### config.mk
export PLATFORM = sky130hd
export DESIGN_NAME = ncdf_ctrl
export DESIGN_NICKNAME = d
export VERILOG_FILES = /design/src/rtl/ncdf_pkg.sv /design/src/rtl/ncdf_ctrl.sv
export SDC_FILE = /design/constraint.sdc
export NUM_CORES = 1
export LEC_CHECK = 0
export BUFFER_PORTS_ARGS = -buffer_cell sky130_fd_sc_hd__buf_2
export CAP_MARGIN = 20
export CORE_AREA = 3 3 40 42
export DETAILED_ROUTE_END_ITERATION = 12
export DIE_AREA = 0 0 43 45
export SLEW_MARGIN = 10
export SYNTH_ARGS = -nofsm -noshare
export SYNTH_HDL_FRONTEND = slang
export SYNTH_SLANG_ARGS = --single-unit
### constraint.sdc
create_clock -name clock -period 1.9 [get_ports clock]
set_input_delay 0.095 -clock clock [delete_from_list [all_inputs] [get_ports clock]]
set_output_delay 0.095 -clock clock [all_outputs]
set_load 0.02 [all_outputs]
### src/rtl/ncdf_pkg.sv
package ncdf_pkg;

   // fixed field widths
   localparam int PROB_FRAC_BITS = 16;
   localparam int Z_FRAC_BITS    = 12;
   localparam int KIND_W         = 2;
   localparam int IDX_W          = 9;
   localparam int ENTRY_W        = PROB_FRAC_BITS;
   localparam int Z_W            = 16;
   localparam int PROB_W         = PROB_FRAC_BITS + 1;
   localparam int ZH_W           = 10;

   // forward index: |z| * 100 >> Z_FRAC_BITS
   localparam int MAG_W     = Z_W;
   localparam int FPROD_W   = MAG_W + 7;
   localparam int FIDX_W    = FPROD_W - Z_FRAC_BITS;
   localparam logic [6:0] HUNDRED = 7'd100;

   // probability constants
   localparam logic [PROB_W-1:0] ONE_P  = PROB_W'(64'd1 << PROB_FRAC_BITS);
   localparam logic [PROB_W-1:0] HALF_P = PROB_W'(64'd1 << (PROB_FRAC_BITS - 1));
   localparam longint P_LIMIT_L =
      (64'd99998 * (64'd1 << PROB_FRAC_BITS) + 64'd99999) / 64'd100000;
   localparam logic [PROB_W-1:0] P_LIMIT = PROB_W'(P_LIMIT_L);

   // request kinds
   localparam logic [KIND_W-1:0] KIND_LOAD = 2'd0;
   localparam logic [KIND_W-1:0] KIND_FWD  = 2'd1;
   localparam logic [KIND_W-1:0] KIND_REV  = 2'd2;

   typedef enum logic [2:0] {
      ST_IDLE,
      ST_ECHO,
      ST_FWD_RD,
      ST_FWD_WAIT,
      ST_REV,
      ST_REV_WAIT,
      ST_REV_HI,
      ST_REV_LO
   } state_type;

   // controller to datapath
   typedef struct packed {
      logic capture;
      logic write;
      logic fwd_rd;
      logic rd_mid;
      logic rd_hi;
      logic rd_lo;
      logic step;
      logic latch_hi;
      logic finish;
   } cmd_type;

   // datapath to controller
   typedef struct packed {
      logic rev_lim;
      logic span2;
   } sts_type;

endpackage

### src/rtl/ncdf_ctrl.sv
module ncdf_ctrl (
   input  logic                          clock,
   input  logic                          reset,
   input  logic                          start,
   input  logic [ncdf_pkg::KIND_W-1:0]   req_type,
   input  ncdf_pkg::sts_type             sts,
   output ncdf_pkg::cmd_type             cmd,
   output logic                          busy
);

   import ncdf_pkg::*;

   state_type state_ff;
   state_type state_in;

   // state register
   always_ff @(posedge clock) begin
      if (reset) begin
         state_ff <= ST_IDLE;
      end else begin
         state_ff <= state_in;
      end
   end

   // next state
   always_comb begin
      state_in = state_ff;
      case (state_ff)
         ST_IDLE: begin
            if (start) begin
               case (req_type)
                  KIND_FWD: state_in = ST_FWD_RD;
                  KIND_REV: state_in = ST_REV;
                  default:  state_in = ST_ECHO;
               endcase
            end
         end
         ST_ECHO:     state_in = ST_IDLE;
         ST_FWD_RD:   state_in = ST_FWD_WAIT;
         ST_FWD_WAIT: state_in = ST_IDLE;
         ST_REV: begin
            if (sts.rev_lim) begin
               state_in = ST_IDLE;
            end else if (sts.span2) begin
               state_in = ST_REV_WAIT;
            end else begin
               state_in = ST_REV_HI;
            end
         end
         ST_REV_WAIT: state_in = ST_REV;
         ST_REV_HI:   state_in = ST_REV_LO;
         ST_REV_LO:   state_in = ST_IDLE;
         default:     state_in = ST_IDLE;
      endcase
   end

   // command outputs
   always_comb begin
      cmd  = '0;
      busy = 1'b1;
      case (state_ff)
         ST_IDLE: begin
            busy        = 1'b0;
            cmd.capture = start;
         end
         ST_ECHO: begin
            cmd.write  = 1'b1;
            cmd.finish = 1'b1;
         end
         ST_FWD_RD:   cmd.fwd_rd = 1'b1;
         ST_FWD_WAIT: cmd.finish = 1'b1;
         ST_REV: begin
            if (sts.rev_lim) begin
               cmd.finish = 1'b1;
            end else if (sts.span2) begin
               cmd.rd_mid = 1'b1;
            end else begin
               cmd.rd_hi = 1'b1;
            end
         end
         ST_REV_WAIT: cmd.step = 1'b1;
         ST_REV_HI: begin
            cmd.latch_hi = 1'b1;
            cmd.rd_lo    = 1'b1;
         end
         ST_REV_LO:   cmd.finish = 1'b1;
         default:     busy = 1'b1;
      endcase
   end

   // a transfer always starts work, and every finish frees the block
   a_accept_busy: assert property (@(posedge clock) disable iff (reset)
      (start && !busy) |=> busy)
      else $error("accepted transfer did not start work");

   a_finish_idle: assert property (@(posedge clock) disable iff (reset)
      cmd.finish |=> !busy)
      else $error("block still busy after finishing");

   a_one_read: assert property (@(posedge clock) disable iff (reset)
      $onehot0({cmd.fwd_rd, cmd.rd_mid, cmd.rd_hi, cmd.rd_lo}))
      else $error("more than one table read in a cycle");

endmodule

; After elaboration in Yosys (flattened, before gate mapping)
; Cells that the tools add are included.
[totals]
register_bits = 3
inputBits = 7
[classes]
eq_ne = 10
n_mux = 17
n_reduce_logical = 2
[op_table]
columns = cell, n
row1 = case mux 3 bit (6 select lines), 1
row2 = equality test 3 bit (second input constant), 4
row3 = two-way mux 1 bit, 9
row4 = equality test 3 x 2 -> 1 bit (second input constant), 2
row5 = two-way mux 2 bit, 3
row6 = two-way mux 3 bit, 2
row7 = case mux 3 bit (2 select lines), 1
row8 = equality test 3 x 1 -> 1 bit (second input constant), 1
row9 = logical NOT 3 bit, 1
row10 = OR reduction 3 bit, 1
row11 = equality test 2 x 1 -> 1 bit (second input constant), 1
row12 = equality test 2 bit (second input constant), 1
row13 = != test 2 bit (second input constant), 1
row14 = case mux 1 bit (2 select lines), 1

; Logic depth before layout (Yosys ltp)
; Gate-level depths: netlist of the first run.
[logic_depth]
word_depth = 4
ltp_mapped = 4
ltp_nobuf = 4

; Worst setup path after synthesis of the first run
; Ideal clock, no wire load.
[synth_path]
path_kind = reg-to-output
from = register state_ff[1]
to = output cmd[5] (netlist bit)
arrival_time_ns = 1.279
setup_slack_ns = 0.526
stages_incl_launch_ff = 3
path_cell_list = dfxtp_1 nand2b_1 nor4b_1
[synth_rtl]
columns = item, line_no
row1 = "start, declared", ncdf_ctrl.sv:13  ; state_type state_ff;
row2 = "start signal, assigned", ncdf_ctrl.sv:21  ; state_ff <= state_in;
row3 = "end, declared", ncdf_ctrl.sv:7  ; output ncdf_pkg::cmd_type cmd,

==> results of run 1 <==
[metal layers]
layer / vias to the layer above / global-route usage / wire [um]
met4: 0 / 0.0723 / 0
met1: 141 / 0.0959 / 276
met2: 13 / 0.153 / 351
li1: 164 / - / -
met3: 0 / 0.0199 / 67
met5: - / 0 / 0
[final timing paths]
kind	startpoint	endpoint	slack (ns)	cells after the start
max	state_ff[2]	cmd[5]	0.42	3
min	reset	state_ff[2]	0.11	3
max reg2reg	state_ff[2]	state_ff[0]	0.74	3
min reg2reg	state_ff[1]	state_ff[1]	0.59	2
[kinds of logic (layout without fill, tap and decap cells)]
kind of cell | count (synthesis) | count (layout) | share of synthesized area
fa+ha+maj | 2 | 2 | 0.0913
simple gates | 18 | 18 | 0.388
buf+inv | 8 | 25 | 0.155
flops | 3 | 3 | 0.219
compound gates | 7 | 7 | 0.146
[through the flow]
stage	power, mW	hold slack (ns)	cells	util	worst slack, ns
after floorplan	0.131	0.250	38	-	0.526
after global placement	0.153	0.365	66	0.272	0.711
after detailed placement	0.155	0.364	66	0.272	0.654
after CTS	0.272	0.113	70	0.292	0.391
after global routing	0.286	0.127	70	0.292	0.250
final	0.267	0.112	70	0.292	0.417
[synthesized netlist by cell type]
library cell	count
o31a_1	1
nor2b_1	1
nor4b_1	2
nor3b_1	1
and3_1	1
nand2_1	2
nand2b_1	3
buf_6	1
buf_2	1
nor4_1	1
nor3_1	3
or3_1	1
a21oi_1	2
buf_4	1
dfxtp_1	3
a31oi_1	1
inv_1	5
ha_1	2
o21ai_0	3
nor2_1	2
nand3b_1	1
[cell type report]
cell class | instances | area, um^2 | share of cell area
Inverter | 5 | 18.8 | 0.0500
Sequential cell | 3 | 60.1 | 0.160
Tap cell | 15 | 18.8 | 0.0500
Timing Repair Buffer | 16 | 80.1 | 0.213
Multi-Input combinational cell | 27 | 171 | 0.457
Clock buffer | 4 | 26.3 | 0.0700
[critical path: cells and delay by family (launching register included)]
kind                   cells  cell delay [ns]
buffers and inverters      1             0.21
DFF                        1             0.51
and+or+nand+nor            2             0.43
[power by group]
group          total (mW)  internal [mW]  switching (mW)
logic              0.0731         0.0300          0.0431
registers          0.0796         0.0682          0.0114
clock network       0.114         0.0788          0.0354
total               0.267          0.177          0.0899
==> flow_metrics.env, run 1 <==
export IMPL_cts_root_buf="clkbuf_4"
export IMPL_grt_max_degree=13
export IMPL_max_stage_delay_ns=0.51
export IMPL_final_hold_viol_count=0
export IMPL_drtPass1Iterations=4
export IMPL_maxCapViolations=0
export IMPL_critPathCaptureType="output port"
export IMPL_antenna_found_initial=0
export IMPL_ys_warn_count=0
export IMPL_drc=0
export IMPL_track_usage=0.0898
export IMPL_setup_viol=0
export IMPL_wire_per_inst_um=9.93
export IMPL_min_period_over_period=0.780
export IMPL_netlist_area_um2=274
export IMPL_grt_pass1_vias=331
export IMPL_htree_levels=1
export IMPL_die_h_um=45
export IMPL_drv_slew=0
export IMPL_worstSkewPairLatency_ns=0.24
export IMPL_path_class="flop to output port"
export IMPL_yosysTopAreaCellShare=0.219
export IMPL_max_freq_mhz=674
export IMPL_status="finished, final reports clean"
export IMPL_synthCells=38
export IMPL_cts_setup_buffers=0
export IMPL_cts_tree="built"
export IMPL_synthToLayoutAreaGrowth_pct=37.0
export IMPL_worstPathArrival_ns=1.39
export IMPL_worst_path_max_delay_cell="dfxtp_1"
export IMPL_initial_core_util=0.213
export IMPL_synth_area_leader_cell="dfxtp_1"
export IMPL_vias=318
export IMPL_peakVddDrop_mv=0.211
export IMPL_finClkSkew_ns=0.00620
export IMPL_final_cell_mix="16 x buf_2, 5 x inv_1"
export IMPL_drive_gt1_frac=0.345
export IMPL_final_cell_area_um2=375
export IMPL_hpwl_um=543
export IMPL_gp_congestion=0.763
export IMPL_power_density_nw_per_um2=711
export IMPL_finalCriticalPeriod_ns=1.48
export IMPL_synth_nets=47
export IMPL_ant_nets=0
export IMPL_die_x_um=43
export IMPL_dieArea_um2=1940
export IMPL_cts_made_buffers=3
export IMPL_post_dp_cell_area_um2=349
export IMPL_via_per_inst=4.54
export IMPL_io_pins=17
export IMPL_cts_sinks=3
export IMPL_portBuffers=16
export IMPL_core_area_um2=1280
export IMPL_cts_hold_buf=0
export IMPL_fillers=147
export IMPL_grt_pass1_wl_um=1310
export IMPL_path_clk_slew_ns=0.04
export IMPL_ctsResizeCount=0
export IMPL_ys_seq_elements=3
export IMPL_synthTopCellsByArea="dfxtp_1 22%, ha_1 9.1%, inv_1 6.8%, nand2b_1 6.8%, nor4b_1 6.4%"
export IMPL_ys_seq_area_frac=0.219
export IMPL_leakagePower_nw=0.200
export IMPL_rsz0062_at_grt="no"
export IMPL_top_regs="state_ff (3)"
export IMPL_start_kind="flop"
export IMPL_synth_cell_types=21
export IMPL_drt_iter0_markers=6
export IMPL_syn_area_per_cell_um2=7.21
export IMPL_top_register="state_ff"
export IMPL_grt_ovfl_total=0
export IMPL_hold_class="input pin to flop"
export IMPL_largest_register_ffs=3
export IMPL_worstPathCellList="nand2b_1, nor4b_1, buf_2"
export IMPL_cts_max_path_buffers=2
export IMPL_slew_headroom=0.775
export IMPL_cp_required_ns=1.80
export IMPL_worstMarginPinSlew_ns=0.337
export IMPL_totalWireLength_um=695
export IMPL_finalSetupTns_ns=0
export IMPL_fin_nets=65
export IMPL_num_antenna_cells=0
export IMPL_rows=13
export IMPL_crit_fanout=12
export IMPL_final_common_cell="buf_2"
No activity file was read; power rests on OpenSTA's default activity.
==> run 2, diff against run 1 <==
clock period = 1.53 ns   (was 1.9 ns; I/O delays follow)
==> run 2 against run 1 <==
Cell area grew 0.33%; clock skew is the same; cell count is the same; clock-buffer cell count is the same; die area is the same; worst setup slack lost 0.23 ns; via count is the same; sequential power grew 25%; first-iteration DRC count is the same; clock power grew 25%; largest cell class unchanged.
==> flow_metrics.env, run 2 (synthesis results as in run 1) <==
export IMPL_critPathCaptureType="output port"
export IMPL_synthToLayoutAreaGrowth_pct=37.4
export IMPL_initial_core_util=0.213
export IMPL_dieArea_um2=1940
export IMPL_grt_max_degree=13
export IMPL_max_freq_mhz=744
export IMPL_cts_max_path_buffers=2
export IMPL_rsz0062_at_grt="no"
export IMPL_top_regs="state_ff (3)"
export IMPL_crit_fanout=7
export IMPL_peakVddDrop_mv=0.263
export IMPL_fin_nets=65
export IMPL_status="finished, final reports clean"
export IMPL_final_cell_mix="16 x buf_2, 5 x inv_1"
export IMPL_worstSkewPairLatency_ns=0.24
export IMPL_utilization=0.293
export IMPL_fillers=149
export IMPL_multi_input_area_um2=171
export IMPL_drive_gt1_frac=0.364
export IMPL_worstPathArrival_ns=1.27
export IMPL_drtPass1Iterations=4
export IMPL_totalWireLength_um=695
export IMPL_top_register="state_ff"
export IMPL_start_kind="flop"
export IMPL_cts_root_buf="clkbuf_4"
export IMPL_finalCriticalPeriod_ns=1.34
export IMPL_grt_pass1_vias=331
export IMPL_worstPathCellList="nand2b_1, nor4b_1, buf_2"
export IMPL_num_antenna_cells=0
export IMPL_final_hold_viol_count=0
export IMPL_ctsResizeCount=0
export IMPL_grt_pass1_wl_um=1310
export IMPL_cp_required_ns=1.45
export IMPL_via_per_inst=4.54
export IMPL_slew_headroom=0.775
export IMPL_portBuffers=16
export IMPL_setup_viol=0
export IMPL_drt_iter0_markers=6
export IMPL_min_period_over_period=0.879
export IMPL_rows=13
export IMPL_die_h_um=45
export IMPL_cts_setup_buffers=0
export IMPL_htree_levels=1
export IMPL_path_class="flop to output port"
export IMPL_power_density_nw_per_um2=881
export IMPL_grt_ovfl_total=0
export IMPL_post_dp_cell_area_um2=349
export IMPL_hold_class="input pin to flop"
export IMPL_ant_nets=0
export IMPL_hpwl_um=543
export IMPL_core_area_um2=1280
export IMPL_leakagePower_nw=0.200
export IMPL_largest_register_ffs=3
export IMPL_cts_made_buffers=3
export IMPL_worstMarginPinSlew_ns=0.336
export IMPL_worst_path_max_delay_cell="dfxtp_1"
export IMPL_io_pins=17
export IMPL_path_clk_slew_ns=0.04
export IMPL_gp_congestion=0.763
export IMPL_antenna_found_initial=0
export IMPL_final_common_cell="buf_2"
export IMPL_final_cell_area_um2=377
export IMPL_die_x_um=43
export IMPL_cts_hold_buf=0
export IMPL_vias=318
export IMPL_maxCapViolations=0
export IMPL_drc=0
export IMPL_track_usage=0.0898
export IMPL_finalSetupTns_ns=0
export IMPL_max_stage_delay_ns=0.36
export IMPL_cts_tree="built"
export IMPL_layout_area_seq_um2=61.3
export IMPL_p_total_uw=332
export IMPL_finClkSkew_ns=0.00620
export IMPL_cts_sinks=3
export IMPL_wire_per_inst_um=9.93
export IMPL_drv_slew=0
[run 2: critical path, delay by kind of cell (launching register included)]
| kind | cells | cell delay, ns |
|---|---|---|
| flip-flops | 1 | 0.36 |
| AND/OR/NAND/NOR | 2 | 0.46 |
| buffers and inverters | 1 | 0.21 |
[run 2: cell type report]
cell class / instances / area share
inverters: 5 / 0.0498
multi-input cells: 27 / 0.455
well taps: 15 / 0.0498
repair buffers: 16 / 0.213
flip-flops and latches: 3 / 0.163
clock buffers: 4 / 0.0698
[run 2: final timing paths]
kind                                  start     endpoint  slack, ns  cells after the start
worst max-delay path            state_ff[1]       cmd[5]       0.19                      3
worst min-delay path                  reset  state_ff[2]       0.09                      3
worst min register to register  state_ff[1]  state_ff[1]       0.59                      2
worst max register to register  state_ff[0]  state_ff[2]       0.45                      3
[run 2: metal layers]
layer,global-route usage,vias up,part of all wire
met5,0,-,0
met4,0.0723,0,0
met3,0.0199,0,0.096
met2,0.153,13,0.51
met1,0.0959,141,0.40
li1,-,164,-
[run 2: per-stage QoR]
stage                     hold WS, ns  instances  worst slack (ns)
after floorplan                 0.231         38             0.175
after global placement          0.347         66             0.360
after detailed placement        0.345         66             0.302
after CTS                      0.0941         70            0.0390
after global routing            0.101         70            0.0483
final                          0.0865         70             0.186
[run 2: where the power goes]
group          switching [mW]  total [mW]  internal [mW]
clock                  0.0439       0.142         0.0979
sequential             0.0142      0.0992         0.0850
combinational          0.0535      0.0908         0.0373
==> run 3, diff against run 2 <==
BUFFER_PORTS_ARGS = -buffer_cell sky130_fd_sc_hd__buf_4   (was -buffer_cell sky130_fd_sc_hd__buf_2)
==> run 3 against run 2 <==
Worst setup slack worse by 0.013 ns; critical path depth did not move; die area is the same; largest power group unchanged.
==> flow_metrics.env, run 3 (synthesis results as in run 1) <==
export IMPL_dieArea_um2=1940
export IMPL_die_x_um=43
export IMPL_final_common_cell="buf_4"
export IMPL_crit_end="cmd[5]"
export IMPL_top_regs="state_ff (3)"
export IMPL_worst_r2r_endpoint="state_ff[0]"
export IMPL_worst_r2r_cell_count=3
export IMPL_setup_viol=0
export IMPL_min_period_over_period=0.887
export IMPL_drv_slew=0
export IMPL_track_usage=0.0756
export IMPL_finalCriticalPeriod_ns=1.36
export IMPL_p_total_uw=346
export IMPL_drt_iter0_markers=1
export IMPL_grt_pass1_vias=288
export IMPL_grt_max_degree=13
export IMPL_wire_per_inst_um=9.87
export IMPL_hpwl_um=550
export IMPL_cts_made_buffers=3
export IMPL_final_hold_viol_count=0
export IMPL_dp_slack_ns=0.306
export IMPL_leakagePower_nw=0.206
export IMPL_max_freq_mhz=737
export IMPL_final_cell_mix="16 x buf_4, 5 x inv_1"
export IMPL_fin_ws_ns=0.173
export IMPL_antenna_found_initial=0
export IMPL_crit_start="state_ff[1]"
export IMPL_slew_headroom=0.784
export IMPL_crit_fanout=7
export IMPL_grt_pass1_wl_um=1120
export IMPL_worstMarginPinSlew_ns=0.324
export IMPL_portBuffers=16
export IMPL_gp_congestion=0.788
export IMPL_ant_nets=0
export IMPL_finalSetupTns_ns=0
export IMPL_cts_root_buf="clkbuf_4"
export IMPL_hold_class="input pin to flop"
export IMPL_synthToLayoutAreaGrowth_pct=52.1
export IMPL_vias=321
export IMPL_drive_gt1_frac=0.364
export IMPL_finClkSkew_ns=0.00577
export IMPL_cp_required_ns=1.45
export IMPL_multi_input_area_um2=171
export IMPL_hold_ws_ns=0.0831
export IMPL_power_density_nw_per_um2=831
export IMPL_r2r_setup_slack_ns=0.46
export IMPL_core_area_um2=1280
export IMPL_num_antenna_cells=0
export IMPL_worstPathArrival_ns=1.28
export IMPL_totalWireLength_um=691
export IMPL_cts_sinks=3
export IMPL_cts_setup_buffers=0
export IMPL_maxCapViolations=0
export IMPL_rr_startpoint="state_ff[2]"
export IMPL_cts_tree="built"
export IMPL_rows=13
export IMPL_status="finished, final reports clean"
export IMPL_fin_nets=65
export IMPL_layout_area_seq_um2=61.3
export IMPL_start_kind="flop"
export IMPL_cts_max_path_buffers=2
export IMPL_io_pins=17
export IMPL_peakVddDrop_mv=0.413
export IMPL_critPathCaptureType="output port"
export IMPL_top_register="state_ff"
export IMPL_worstSkewPairLatency_ns=0.24
export IMPL_initial_core_util=0.213
export IMPL_fillers=144
export IMPL_path_clk_slew_ns=0.04
export IMPL_drtPass1Iterations=2
export IMPL_path_class="flop to output port"
export IMPL_via_per_inst=4.59
export IMPL_grt_ovfl_total=0
export IMPL_largest_register_ffs=3
export IMPL_htree_levels=1
export IMPL_drc=0
export IMPL_die_h_um=45
export IMPL_rsz0062_at_grt="no"
run 3: layout make-up:
type / instances / area share
clock buffer: 4 / 0.0631
inverter: 5 / 0.0450
multi-input combinational: 27 / 0.411
sequential: 3 / 0.147
tap: 15 / 0.0450
timing repair buffer: 16 / 0.288
run 3: power breakdown:
part	switching [mW]	total [mW]	internal [mW]	leakage, nW
Clock	0.0437	0.142	0.0979	0.0150
Combinational	0.0550	0.106	0.0508	0.166
Sequential	0.0137	0.0988	0.0850	0.0250
Total	0.112	0.346	0.234	0.206
run 3: stage by stage:
stage	std cells	utilization	area, um^2
after global routing	70	0.324	417
after CTS	70	0.323	415
after floorplan	38	-	274
final	70	0.324	417
after detailed placement	66	0.303	389
after global placement	66	0.303	389
run 3: worst min-delay path by stage:
stage               cells after the start  startpoint  slack [ns]          end
floorplan                               2       reset        0.23  state_ff[2]
global placement                        3       reset        0.34  state_ff[2]
detailed placement                      3       reset        0.34  state_ff[2]
CTS                                     3       reset         0.1  state_ff[2]
global route                            3       reset         0.1  state_ff[2]
finish                                  3       reset        0.08  state_ff[2]
run 3: layer usage:
metal | GRT usage | part of all wire | up-vias
met5 | 0 | 0 | -
met4 | 0.0542 | 0.020 | 0
met3 | 0.0159 | 0.097 | 2
met2 | 0.135 | 0.47 | 15
met1 | 0.0789 | 0.41 | 139
li1 | - | - | 165
run 3: worst max-delay path: stages, from the launching register on:
cell      delay [ns]
dfxtp_1         0.35
nand2b_1        0.23
nor4b_1         0.27
buf_4           0.19
run 3: repair_timing:
item                                    CTS  global route
hold buffers                              0             0
endpoints found under the setup margin    0             1
gates resized for setup                   0             1
